File: src/rtl/srgbxyz_pkg.sv
`timescale 1ns / 1ps
// ----------------------------------------------------------------------------
// srgbxyz_pkg: shared types, constants and table builder
// Widths of the pixel path, D65 matrix coefficients and the exact sRGB
// linearization entry, evaluated at elaboration to load the lookup memories.
// ----------------------------------------------------------------------------
package srgbxyz_pkg;

	localparam int IN_BITS_DEF = 12;
	localparam int IN_BITS_MAX = 16;
	localparam int LIN_W       = 16;
	localparam int COEF_W      = 15;
	localparam int PROD_W      = LIN_W + COEF_W;
	localparam int ACC_W       = 31;
	localparam int OUT_W       = 15;
	localparam int BIG_W       = 448;

	localparam logic [ACC_W-1:0] ROUND_ADD = ACC_W'(32768);
	localparam logic [OUT_W-1:0] XYZ_MAX   = OUT_W'(27880);

	// D65 2-degree matrix, scaled by 25600 (rows X, Y, Z; columns R, G, B)
	localparam logic [COEF_W-1:0] COEF [3][3] = '{
		'{COEF_W'(10557), COEF_W'(9155),  COEF_W'(4621)},
		'{COEF_W'(5443),  COEF_W'(18309), COEF_W'(1848)},
		'{COEF_W'(494),   COEF_W'(3052),  COEF_W'(24333)}
	};

	// Write word from the table loader into the lookup memories
	typedef struct packed {
		logic                   en;
		logic [IN_BITS_MAX-1:0] addr;
		logic [LIN_W-1:0]       data;
	} lin_wr_t;

	// Integer power of a wide value
	function automatic logic [BIG_W-1:0] big_pow(input logic [BIG_W-1:0] b, input int e);
		logic [BIG_W-1:0] r;
		r = BIG_W'(1);
		for (int k = 0; k < e; k++) begin
			r = r * b;
		end
		return r;
	endfunction

	// Linearized value of one code in 0.16, rounded to nearest, saturated
	function automatic logic [LIN_W-1:0] lin_entry(input longint unsigned code,
		input int in_bits);
		longint unsigned  m;
		longint unsigned  s;
		longint unsigned  den;
		longint unsigned  lo;
		longint unsigned  hi;
		longint unsigned  mid;
		logic [BIG_W-1:0] dpow;
		logic [BIG_W-1:0] rhs;
		logic [BIG_W-1:0] lhs;
		m  = (64'd1 << in_bits) - 64'd1;
		lo = 64'd0;
		hi = 64'd65536;
		if (code * 64'd100000 > m * 64'd4045) begin
			// power segment: largest n with (2n-1)^5 * d^12 <= 2^85 * s^12
			s    = code * 64'd1000 + m * 64'd55;
			dpow = big_pow(BIG_W'(m * 64'd1055), 12);
			rhs  = big_pow(BIG_W'(s), 12) << 85;
			lo   = 64'd1;
			for (int k = 0; k < 18; k++) begin
				if (lo < hi) begin
					mid = (lo + hi + 64'd1) >> 1;
					lhs = dpow * big_pow(BIG_W'(mid * 64'd2 - 64'd1), 5);
					if (lhs <= rhs) begin
						lo = mid;
					end else begin
						hi = mid - 64'd1;
					end
				end
			end
		end else begin
			// linear segment: largest v with 2*den*v <= 13107200*c + den
			den = m * 64'd1292;
			rhs = BIG_W'(code * 64'd13107200 + den);
			for (int k = 0; k < 18; k++) begin
				if (lo < hi) begin
					mid = (lo + hi + 64'd1) >> 1;
					lhs = BIG_W'(mid) * BIG_W'(den * 64'd2);
					if (lhs <= rhs) begin
						lo = mid;
					end else begin
						hi = mid - 64'd1;
					end
				end
			end
		end
		if (lo > 64'd65535) begin
			lo = 64'd65535;
		end
		return LIN_W'(lo);
	endfunction

endpackage

File: src/rtl/srgbxyz_mtx.sv
`timescale 1ns / 1ps
// ----------------------------------------------------------------------------
// srgbxyz_mtx: D65 matrix pipeline
// Stage 2 forms the nine coefficient products, stage 3 sums each row with
// rounding; the outputs are taken straight from the stage 3 registers.
// ----------------------------------------------------------------------------
module srgbxyz_mtx import srgbxyz_pkg::*; (
	input  logic             clk,
	input  logic             arst_n,
	input  logic             in_valid,
	input  logic [LIN_W-1:0] lin_r,
	input  logic [LIN_W-1:0] lin_g,
	input  logic [LIN_W-1:0] lin_b,
	output logic             done,
	output logic [OUT_W-1:0] x_value,
	output logic [OUT_W-1:0] y_value,
	output logic [OUT_W-1:0] z_value
);

	logic              valid_s2;
	logic              valid_s3;
	logic [LIN_W-1:0]  lin_w  [3];
	logic [PROD_W-1:0] prod_s2 [3][3];
	logic [ACC_W-1:0]  acc_s3 [3];

	assign lin_w[0] = lin_r;
	assign lin_w[1] = lin_g;
	assign lin_w[2] = lin_b;

	// advance valid bits
	always_ff @(posedge clk or negedge arst_n) begin
		if (!arst_n) begin
			valid_s2 <= 1'b0;
			valid_s3 <= 1'b0;
		end else begin
			valid_s2 <= in_valid;
			valid_s3 <= valid_s2;
		end
	end

	// multiply each linear channel by its coefficient
	always_ff @(posedge clk) begin
		for (int j = 0; j < 3; j++) begin
			for (int i = 0; i < 3; i++) begin
				prod_s2[j][i] <= PROD_W'(lin_w[i]) * PROD_W'(COEF[j][i]);
			end
		end
	end

	// sum each row and add the rounding half
	always_ff @(posedge clk) begin
		for (int j = 0; j < 3; j++) begin
			acc_s3[j] <= ACC_W'(prod_s2[j][0]) + ACC_W'(prod_s2[j][1])
				+ ACC_W'(prod_s2[j][2]) + ROUND_ADD;
		end
	end

	assign done    = valid_s3;
	assign x_value = acc_s3[0][ACC_W-1 -: OUT_W];
	assign y_value = acc_s3[1][ACC_W-1 -: OUT_W];
	assign z_value = acc_s3[2][ACC_W-1 -: OUT_W];

endmodule

File: config.mk
export PLATFORM = sky130hd
export DESIGN_NAME = srgbxyz_mtx
export DESIGN_NICKNAME = d
export VERILOG_FILES = /design/src/rtl/srgbxyz_pkg.sv /design/src/rtl/srgbxyz_mtx.sv
export SDC_FILE = /design/constraint.sdc
export NUM_CORES = 2
export LEC_CHECK = 0
export ABC_AREA = 1
export BUFFER_PORTS_ARGS = -buffer_cell sky130_fd_sc_hd__clkbuf_2
export CAP_MARGIN = 20
export CORE_MARGIN = 4
export CORE_UTILIZATION = 50
export CTS_BUF_LIST = sky130_fd_sc_hd__clkbuf_16
export CTS_CLUSTER_SIZE = 40
export DETAILED_ROUTE_END_ITERATION = 16
export GPL_TIMING_DRIVEN = 0
export PLACE_DENSITY = 0.75
export SLEW_MARGIN = 10
export SYNTH_ARGS = -nofsm -noshare
export SYNTH_HDL_FRONTEND = slang
export SYNTH_SLANG_ARGS = --single-unit
File: constraint.sdc
create_clock -name clk -period 2.85 [get_ports clk]
set_input_delay 0.855 -clock clk [delete_from_list [all_inputs] [get_ports clk]]
set_output_delay 0.855 -clock clk [all_outputs]
set_load 0.03 [all_outputs]
==> metrics.md <==
| Metric | Value |
|---|---|
| Status | `complete, but fails checks` |
| Failing checks | `setup timing` |
| Worst-Skew Late Latency | `~0.56 ns` |
| Slowest CP cell | `fa_1` |
| Synth Instances | `5,592` |
| Filler instances | `6,953` |
| Footprint of the multi-input gates | `roughly 42,000 µm²` |
| Synth Cell Area | `44,700 µm²` |
| Routed via count | `38,900` |
| Max clock buf depth | `3` |
| Mapped Avg Cell Area | `approximately 8 µm²` |
| DR pass1 iterations | `7` |
| Core ar. | `88,500 µm²` |
| Antenna Violating Nets Remaining | `0` |
| Pin slew with the least headroom to its limit | `0.806 ns` |
| Total CTS buffers | `35` |
| Die Width | `307 µm` |
| Share of cells above drive strength 1 | `between 20% and 30%` |
| Total congestion overflow | `0` |
| Final Hold Fails | `0` |
| Most used cell, CP | `fa_1` |
| Final GP Congestion | `0.988` |
| Tmin final | `5.12 ns` |
| Syn Nets | `7,075` |
| Final wirelength | `149,000 µm` |
| Distinct cells, synth | `37` |
| CP arrival | `5.57 ns` |
| Placed cell area | `between 50,000 and 60,000 µm²` |
| Initial antenna violation count | `13` |
| WL per Instance | `20.8 µm` |
| Met2 routed WL | `67,000 µm` |
| M1 WL | `64,000 µm` |
| MaxCap Viol Count | `0` |
| Pins over their slew limit | `0` |
| Sequential cell area | `5820 µm²` |
| CTS tree | `yes` |
| Achievable Freq | `0.195 GHz` |
| Synth top area share | `24.7%` |
| Ports | `97` |
| Largest cells by area after synthesis | `ha_1 25%, fa_1 25%, dfxtp_1 13%` |
| Initial drt markers | `2,632` |
| Largest net degree at the start of global routing | `15` |
| RSZ-0062 raised after global routing | `true` |
| WP data required | `3.30 ns` |
| Highest Signal Layer | `met5` |
| Worst clock skew | `about 0.021 ns` |
| Root buf cell | `clkbuf_16` |
| Synth-to-layout area growth | `30.1%` |
| Largest fanout on the critical path | `3` |
| Drt via density | `5.44` |
| Vias in the first global route | `roughly 39,000` |
| Remaining DRCs | `0` |
| Final setup violating endpoints | `200` |
| CP cell instances | `clkbuf_16, clkinvlp_4, fa_1, inv_2, fa_1, fa_1, fa_1, fa_1, inv_1, fa_1, inv_2, ha_4, buf_12, nand2_4, inv_4, nand2_4, nor2_4, nand4_1, nand3_2, nand2_1, inv_1, nor2_1` |
| CTS sink cnt | `290` |
| DR WL met3 | `9830 µm` |
| FF+latch count, synth | `slightly below 300` |
| Ys async rst share | `0.690%` |
| Gr usage total | `30.7%` |
| Post-synthesis sequential area ratio | `13.0%` |
| Hpwl dp | `120,000 µm` |
| Clk pin slew, worst setup/hold paths | `0.06 ns` |
| Count of port buffers added during placement | `between 90 and 100` |
| Final core occ | `65.7%` |
| Die H | `307 µm` |
| WHS | `0.0768 ns` |
| CP Class | `in2reg` |
| Setup crit start kind | `primary input` |
| Die ar. | `94,300 µm²` |
| Fin nets | `about 7,400` |
| Yosys warns | `0` |
| Final Cell Area | `58,200 µm²` |
| Top FF cell, synth | `dfxtp_1` |
| Num rows | `109` |
| First-pass GRT wire length | `223,000 µm` |
| Max incr delay on CP | `0.62 ns` |
| PnR worst setup slack | `-2.27 ns` |
| H-Tree Depth | `2` |
| Fin crit share | `180%` |
| Hold buffers post-CTS | `0` |
| Worst slew margin | `45.9%` |
| Cell taking the most area after synthesis | `ha_1` |
| Min-Delay Path Class | `in2async` |
| Initial Util | `50.5%` |
| Kind of end point of the critical path | `register` |
| Post-synth EDFFs | `0` |
cells in the mapped netlist (2+ instances only):
cell type / number
xnor2_1: 36
o21ai_0: 164
a31oi_1: 3
inv_2: 2
a21o_1: 22
and2_1: 8
a21boi_0: 4
nor3_2: 3
o21a_1: 17
nor3_1: 46
o21ai_2: 3
fa_1: 550
dfrtp_1: 2
xor2_1: 109
inv_1: 1221
nand2_2: 3
nor2_2: 2
or2_0: 2
nand3b_1: 9
nand4_1: 93
dfxtp_1: 288
a21oi_1: 321
nor4_1: 8
nor2_1: 363
nand2_1: 1157
o21bai_1: 26
o21ai_1: 6
nand3_1: 234
ha_1: 882
sequential cells by signal, indices dropped and copies added (netlist names):
name,cells
prod_s2,243
acc_s3,45
done,1
valid_s2,1
timing repair:
item / in CTS / in global routing
gates resized for setup: 562 / 575
pin swaps: 256 / 402
setup buffers: 139 / 103
setup endpoints to repair: 205 / 212
worst max-delay path: cells and delay by family:
family / cells / cell delay (ns)
adder cells (fa/ha/maj): 7 / 3.50
buffers and inverters: 8 / 0.67
AND/OR/NAND/NOR: 7 / 0.52
placed cells by master, fill, tap and decap left out, types with 24 or more instances in the layout:
master	count
nand4_1	93
clkinvlp_4	30
a21oi_4	52
dfxtp_1	288
ha_4	241
nor2_4	68
inv_1	1035
o21ai_1	24
o21bai_1	24
nand3_1	173
nor3_1	28
nor2_2	51
o21ai_0	100
ha_1	622
nand2_2	192
o21ai_2	37
nand3_2	58
clkbuf_2	48
buf_6	58
inv_2	151
nand2_1	870
fa_1	501
a21oi_2	81
xnor2_1	26
a21oi_1	188
xor2_1	80
nor2_1	247
buf_4	164
fa_2	49
clkbuf_16	58
nand2_4	94
final cells by class:
cell class / instances / area share, %
Antenna cell: 2 / 0.00860
Buffer: 1 / 0.0194
Clock buffer: 35 / 1.51
Clock inverter: 27 / 0.598
Inverter: 1223 / 8.10
Multi-Input combinational cell: 4078 / 71.4
Sequential cell: 290 / 9.99
Tap cell: 1165 / 2.51
Timing Repair Buffer: 335 / 5.85
per-stage QoR:
step                setup TNS, ns  worst slack [ns]  cells
floorplan                 -253.09             -2.17   5592
global route              -286.19             -2.37   7154
global placement          -458.33             -3.36   6853
CTS                       -254.36             -2.24   7054
detailed placement        -461.94             -3.40   6853
finish                    -267.08             -2.27   7156
layer usage:
metal / track usage [%] / up-vias
met3: 4.33 / 349
met1: 42.4 / 18800
met5: 0 / -
met4: 11.8 / 4
met2: 49.3 / 1311
li1: - / 18400
final timing paths:
kind                                startpoint              to  slack, ns  depth (start not counted)
worst max register to register  prod_s2[0][14]   acc_s3[0][28]      -0.07                          8
worst max-delay path                  lin_b[5]  prod_s2[2][22]      -2.27                         22
worst min register to register        valid_s2            done       0.36                          0
max in group asynchronous               arst_n            done       2.67                          1
min in group clk                      valid_s2            done       0.36                          0
worst min-delay path                    arst_n        valid_s2       0.08                          1
kinds of logic after synthesis:
group / share of synthesized area, %
AOI/OAI and AO/OA: 6.80
and+or+nand+nor: 17.8
xor gates and xnor gates: 2.84
buffers and inverters: 10.3
DFF: 13.0
adders and majority gates: 49.3
Power is left out: the tool's default activity adds up to more than one toggle a clock period on the data nets, which glitch-free logic cannot reach.
